===== src/hw/rtl/mch_pkg.sv =====
// ----------------------------------------------------------------------------
// mch_pkg: shared types and constants for the multichannel histogram
// Bin and lane geometry, the word formats and small helper functions.
// ----------------------------------------------------------------------------
package mch_pkg;

  localparam int BINS         = 256;
  localparam int MAX_CHANNELS = 3;
  localparam int COUNT_BITS   = 32;
  localparam int NUM_FIELDS   = 3;
  localparam int SAMPLE_BITS  = 8;
  localparam int OUT_BITS     = 32;
  localparam int CFG_BITS     = 2;
  localparam int LANES        = (MAX_CHANNELS < NUM_FIELDS) ? MAX_CHANNELS : NUM_FIELDS;
  localparam int BIN_BITS     = (BINS > 1) ? $clog2(BINS) : 1;

  typedef logic [BIN_BITS-1:0]    bin_addr_t;
  typedef logic [COUNT_BITS-1:0]  count_t;
  typedef logic [SAMPLE_BITS-1:0] sample_t;
  typedef logic [OUT_BITS-1:0]    out_count_t;

  typedef enum logic [1:0] {
    OP_ACCUM = 2'd0,
    OP_READ  = 2'd1,
    OP_CLEAR = 2'd2
  } opcode_t;

  typedef struct packed {
    logic [1:0] opcode;
    sample_t    sample0;
    sample_t    sample1;
    sample_t    sample2;
    sample_t    bin_index;
  } in_word_t;

  typedef struct packed {
    out_count_t count0;
    out_count_t count1;
    out_count_t count2;
  } out_word_t;

  typedef struct packed {
    logic      rd_en;
    logic      clr;
    bin_addr_t clr_addr;
  } lane_ctl_t;

  function automatic bin_addr_t to_bin_addr(sample_t s);
    logic [BIN_BITS+SAMPLE_BITS-1:0] w;
    w = {{BIN_BITS{1'b0}}, s};
    return w[BIN_BITS-1:0];
  endfunction

  function automatic logic in_bins(sample_t s);
    return (32'(s) < BINS);
  endfunction

  function automatic out_count_t sat_out(count_t v);
    logic [COUNT_BITS+OUT_BITS-1:0] w;
    w = {{OUT_BITS{1'b0}}, v};
    if (w[COUNT_BITS+OUT_BITS-1:OUT_BITS] != '0) begin
      return '1;
    end
    return w[OUT_BITS-1:0];
  endfunction

endpackage


===== src/hw/rtl/mch_merge.sv =====
// ----------------------------------------------------------------------------
// mch_merge: result merge stage
// Masks and clamps the lane counts and registers the result word.
// ----------------------------------------------------------------------------
module mch_merge (
  input  logic                         clk,
  input  logic                         rst_n,
  input  logic                         capture,
  input  logic [mch_pkg::LANES-1:0]    lane_en,
  input  mch_pkg::count_t              lane_data [mch_pkg::LANES],
  output logic                         out_valid,
  output mch_pkg::out_word_t           out_word
);
  import mch_pkg::*;

  out_count_t counts [NUM_FIELDS];
  logic       out_valid_r;
  out_word_t  out_word_r;

  always_comb begin
    for (int i = 0; i < NUM_FIELDS; i++) begin
      counts[i] = '0;
    end
    for (int i = 0; i < LANES; i++) begin
      if (lane_en[i]) begin
        counts[i] = sat_out(lane_data[i]);
      end
    end
  end

  always_ff @(posedge clk) begin
    if (!rst_n) begin
      out_valid_r <= 1'b0;
    end else begin
      out_valid_r <= capture;
    end
    if (capture) begin
      out_word_r.count0 <= counts[0];
      out_word_r.count1 <= counts[1];
      out_word_r.count2 <= counts[2];
    end
  end

  assign out_valid = out_valid_r;
  assign out_word  = out_word_r;

endmodule


===== config.mk =====
export PLATFORM = sky130hd
export DESIGN_NAME = mch_merge
export DESIGN_NICKNAME = d
export VERILOG_FILES = /design/src/hw/rtl/mch_pkg.sv /design/src/hw/rtl/mch_merge.sv
export SDC_FILE = /design/constraint.sdc
export NUM_CORES = 1
export LEC_CHECK = 0
export BUFFER_PORTS_ARGS = -buffer_cell sky130_fd_sc_hd__buf_2
export CAP_MARGIN = 20
export CORE_MARGIN = 4
export CORE_UTILIZATION = 44
export DETAILED_ROUTE_END_ITERATION = 7
export PLACE_DENSITY = 0.79
export REMOVE_ABC_BUFFERS = 1
export SYNTH_ARGS = -nofsm -noshare
export SYNTH_HDL_FRONTEND = slang
export SYNTH_SLANG_ARGS = --single-unit

===== constraint.sdc =====
create_clock -name clk -period 0.8 [get_ports clk]
set_input_delay 0.08 -clock clk [delete_from_list [all_inputs] [get_ports clk]]
set_output_delay 0.08 -clock clk [all_outputs]
set_load 0.01 [all_outputs]

==> results of run 1 <==
[stage by stage]
stage,total power [W],TNS (ns),setup WS (ns),util
after floorplan,0.00667,0,0.305,-
after global placement,0.00744,-0.00618,-0.00410,0.589
after detailed placement,0.00748,-0.333,-0.0331,0.589
after CTS,0.0105,-15.91,-0.207,0.624
after global routing,0.0109,-18.69,-0.225,0.633
final,0.0104,-13.46,-0.169,0.633
[cell type report]
type,instances,share of cell area
clock inverter,5,0.0111
multi-input combinational,97,0.140
timing repair buffer,217,0.237
sequential,97,0.561
clock buffer,11,0.0254
tap,105,0.0254
[routing by layer]
metal  global-route usage  vias to the layer above  wire (um)
met5                    0                        -          0
met4               0.0620                        0        153
met3               0.0687                       14        846
met2                0.279                      121       4160
met1                0.162                     1060       2530
li1                     -                     1140          -
[registers in the layout, indices dropped and copies added (netlist names)]
register,count
out_word,96
out_valid,1
[what timing repair did]
item,4_1_cts,5_1_grt
resized for setup,0,3
hold endpoints to repair,10,6
setup endpoints to repair,97,97
hold buffers,10,6
[power by group]
group / switching, W / total, W / internal (W)
Clock: 0.00159 / 0.00303 / 0.00144
Combinational: 0.000624 / 0.00130 / 0.000680
Sequential: 0.0000879 / 0.00611 / 0.00602
Total: 0.00230 / 0.0104 / 0.00814
[Yosys cell counts, drive strengths merged]
| cell | instances |
|---|---|
| and2 | 97 |
| clkbuf | 9 |
| dfxtp | 1 |
| edfxtp | 96 |
[path summary, 6_finish.rpt]
path | cells past startpoint | endpoint
setup / recovery | 1 | out_word[0]
hold / removal | 2 | out_word[7]
[logic make-up after synthesis]
family / after synthesis
DFF: 97
and+or+nand+nor: 97
buffers and inverters: 9
==> impl_metrics.tcl, run 1 <==
set metrics [dict create \
    ys_types 5 \
    synthSimpleGateAreaFrac 0.198 \
    area_growth_pct 40.9 \
    drive_gt1_frac 0.731 \
    final-seq-area_um2 2900 \
    drv_cap 0 \
    grt_antenna_before_repair 0 \
    grt_pass1_wl_um 11600 \
    powerDensity_nw_per_um2 2020 \
    track_usage 0.157 \
    drtIter0Drc 60 \
    status "finished, violations left" \
    ant_nets 0 \
    ioPinCount 199 \
    cts_buffers 9 \
    die_w_um 99.4 \
    cp_max_fo 1 \
    num_antenna_cells 0 \
    wire_per_inst_um 14.5 \
    clk_pin_slew_ns 0.09 \
    grt_max_degree 39 \
    synth_top_family_by_area "simple AND/OR/NAND/NOR gates" \
    fin_area_um2 5180 \
    ctsHtreeMaxLevel 3 \
    initial_core_util 0.449 \
    synth_area_leaders "edfxtp_1, and2_2, clkbuf_2" \
    timing.slew.headroom 0.746 \
    hold_class "in -> reg" \
    critPathTopFamily "flip-flops" \
    dp_hpwl_um 5750 \
    hold_path_startpoint "lane_data[7]" \
    rsz0062_at_grt "yes" \
    num-fill-cells 620 \
    yosys_warnings 0 \
    num_vias 2335 \
    nNetsFinal 524 \
    arrival_ns 0.89 \
    vias_per_cell 4.39 \
    violations "negative setup slack" \
    netlist_instances 203 \
    cpPeakStageDelay_ns 0.38 \
    holdWs_ns 0.0171 \
    cp_data_required_time_ns 0.72 \
    dieHeight_um 99.4 \
    worst_pin_slew_ns 0.381 \
    p_leak_nw 2.22 \
    yosys.area_share.adder 0 \
    synth_area_per_cell_um2 18.1 \
    hold_viol 0 \
    synth_xor_area_frac 0 \
    final_cell_mix "buf_2, and2_2, edfxtp_1" \
    synth_top_area_share 0.784 \
    crit_chain "buf_2" \
    io_buffer_count 198 \
    ys_seq_elements 97 \
    slew_viol_final 0 \
    fin_crit_sh 1.21 \
    clk_path_buf_depth 2 \
    fin_crit_ns 0.969 \
    cpMaxStageDelayCell "edfxtp_1" \
    drc_errors 0 \
    multi_input_area_um2 727 \
    yosysTopAreaCell "edfxtp_1" \
    place_area_um2 4810 \
    clkSinkCount 97 \
    final_cells 532 \
    synth_area_um2 3670 \
    gp_congestion 0.716 \
    cts_tree "done" \
    grt_overflow_total 0 \
    layout_commonest_cell "buf_2" \
    wl_um 7690 \
    muxShareOfSynthArea 0 \
    row_count 33 \
    critical_path_buf_inv_count 1 \
    setup_ws_ns -0.169 \
    dp.cells 500 \
    crit_path_end_kind "output pin" \
    core_um2 8180 \
    postCtsSetupRepairBufs 0 \
    cp-startpoint "out_word[0]" \
    firstDrtPassIters 4 \
    worstSetupPathType "reg -> out" \
    critPathLaunchType "register" \
    synth-compound-area-share 0 \
    ys_seq_area_frac 0.790 \
    grt_pass1_vias 2398 \
    fmax_mhz 1030 \
    vdd_drop_max_uv 1300 \
    setup-violations-final 98 \
    die_area_um2 9880 \
    clock-root-buffer "clkbuf_8" \
]
(Power assumes the default switching activity.)
==> run 2: changes to the inputs <==
--- a/config.mk
+++ b/config.mk
@@ -5,6 +5,7 @@
 export SDC_FILE = /design/constraint.sdc
 export NUM_CORES = 1
 export LEC_CHECK = 0
+export ABC_CLOCK_PERIOD_IN_PS = 800
 export BUFFER_PORTS_ARGS = -buffer_cell sky130_fd_sc_hd__buf_2
 export CAP_MARGIN = 20
 export CORE_MARGIN = 4
@@ -12,6 +13,7 @@
 export DETAILED_ROUTE_END_ITERATION = 7
 export PLACE_DENSITY = 0.79
 export REMOVE_ABC_BUFFERS = 1
+export SETUP_SLACK_MARGIN = 0.15
 export SYNTH_ARGS = -nofsm -noshare
 export SYNTH_HDL_FRONTEND = slang
 export SYNTH_SLANG_ARGS = --single-unit
==> run 2 against run 1 <==
Effect of this change:
- the run still ends with negative setup slack left
- maximum frequency is essentially flat
- clock power is essentially flat
- sequential share of layout area grew 1.7 points
- die area is the same
- setup slack lost 0.00085 ns
- final area shrank 2.9%
- non-clock buffer count shrank 15
- first-iteration DRC count grew 1.7%
- combinational power shrank 5%
- sequential power is essentially flat
- global-route usage shrank 0.59 points
- total power shrank 0.57%
- critical endpoint is now out_word[37]
- largest power group unchanged
==> impl_metrics.tcl, run 2 (synthesized netlist as in run 1, its figures left out) <==
set metrics [dict create \
    status "finished, violations left" \
    violations "negative setup slack" \
    wire_per_inst_um 14.3 \
    setup_ws_ns -0.170 \
    timing.slew.headroom 0.750 \
    fin_crit_ns 0.970 \
    clk_path_buf_depth 2 \
    vdd_drop_max_uv 1300 \
    cts_tree "done" \
    final_cells 517 \
    largest_register_ffs 96 \
    track_usage 0.151 \
    nNetsFinal 509 \
    ioPinCount 199 \
    hold_class "in -> reg" \
    critPathTopFamily "flip-flops" \
    firstDrtPassIters 4 \
    clk_pin_slew_ns 0.09 \
    ant_nets 0 \
    die_area_um2 9880 \
    cp_data_required_time_ns 0.72 \
    use_met2 0.267 \
    dp_hpwl_um 5750 \
    worstHoldEndpoint "out_word[62]" \
    wl_um 7400 \
    busiest_layer "met2" \
    die_w_um 99.4 \
    final_cell_mix "buf_2, and2_2, edfxtp_1" \
    drv_cap 0 \
    clkSinkCount 97 \
    powerDensity_nw_per_um2 2070 \
    hold_buffers 1 \
    p_leak_nw 2.16 \
    fin_crit_sh 1.21 \
    layout_commonest_cell "buf_2" \
    grt_max_degree 39 \
    dieHeight_um 99.4 \
    core_um2 8180 \
    setup-violations-final 97 \
    num_vias 2261 \
    rsz0062_at_grt "yes" \
    grt_overflow_total 0 \
    cts_buffers 9 \
    clock-root-buffer "clkbuf_8" \
    worstSetupPathType "reg -> out" \
    grt_pass1_wl_um 11200 \
    hold_viol 0 \
    cpMaxStageDelayCell "edfxtp_1" \
    vias_per_cell 4.37 \
    worst_pin_slew_ns 0.375 \
    cpPeakStageDelay_ns 0.39 \
    crit_path_end_kind "output pin" \
    slew_viol_final 0 \
    postCtsSetupRepairBufs 0 \
    grt_antenna_before_repair 0 \
    gp_congestion 0.716 \
    grt_pass1_vias 2321 \
    hold_path_startpoint "lane_data[62]" \
    drc_errors 0 \
    drtIter0Drc 61 \
    arrival_ns 0.89 \
    critical_path_buf_inv_count 1 \
    critPathLaunchType "register" \
    cp_max_fo 1 \
    gr-usage-met1 0.156 \
    io_buffer_count 198 \
    initial_core_util 0.449 \
    hold_depth 2 \
    dp.cells 500 \
    dp_slack_ns -0.0331 \
    crit_chain "buf_2" \
    row_count 33 \
    drive_gt1_frac 0.757 \
    ctsHtreeMaxLevel 3 \
    grt_use_met3 0.0687 \
    area_growth_pct 36.8 \
    num_antenna_cells 0 \
    fmax_mhz 1030 \
]
[run 2: cell types whose count changed in the layout (fill, tap and decap cells not counted), sizes merged]
cell / previous run / this run
dlygate4sd3: 16 / 1
[run 2: area by class of cell]
type / instances / area [um^2]
flip-flops and latches: 97 / 2900
well taps: 105 / 131
multi-input cells: 97 / 727
repair buffers: 202 / 1080
fillers: 628 / 3150
clock inverters: 5 / 57.6
clock buffers: 11 / 131
[run 2: worst max-delay path by stage]
stage | start | end | slack (ns) | cells past startpoint
floorplan | lane_data[0] | out_word[0] | 0.31 | 1
global route | out_word[84] | out_word[84] | -0.23 | 1
global placement | lane_en[1] | out_word[62] | -0.004 | 2
finish | out_word[37] | out_word[37] | -0.17 | 1
detailed placement | lane_en[2] | out_word[30] | -0.03 | 2
CTS | out_word[37] | out_word[37] | -0.21 | 1
[run 2: timing repair]
| item | 4_1_cts | 5_1_grt |
|---|---|---|
| endpoints found under the hold margin | 10 | 13 |
| setup endpoints to repair | 97 | 97 |
| resized for setup | 0 | 3 |
| gates cloned | 0 | 0 |
[run 2: stage by stage]
step | setup TNS, ns | utilization | instance area [um^2] | power, W | hold slack (ns)
global route | -18.70 | 0.615 | 5030 | 0.0108 | -0.0121
CTS | -15.91 | 0.613 | 5010 | 0.0105 | -0.0114
finish | -13.47 | 0.615 | 5030 | 0.0104 | 0.00907
detailed placement | -0.333 | 0.589 | 4810 | 0.00748 | 0.309
global placement | -0.00618 | 0.589 | 4810 | 0.00744 | 0.287
floorplan | 0 | - | 3630 | 0.00667 | 0.192
[run 2: where the power goes]
part | internal [W] | switching, W
sequential | 0.00602 | 0.0000877
clock | 0.00144 | 0.00159
combinational | 0.000632 | 0.000608
[run 2: metal layers]
layer / part of all wire / vias up
met5: 0 / -
met4: 0.019 / 0
met3: 0.12 / 13
met2: 0.53 / 117
met1: 0.33 / 1021
li1: - / 1110
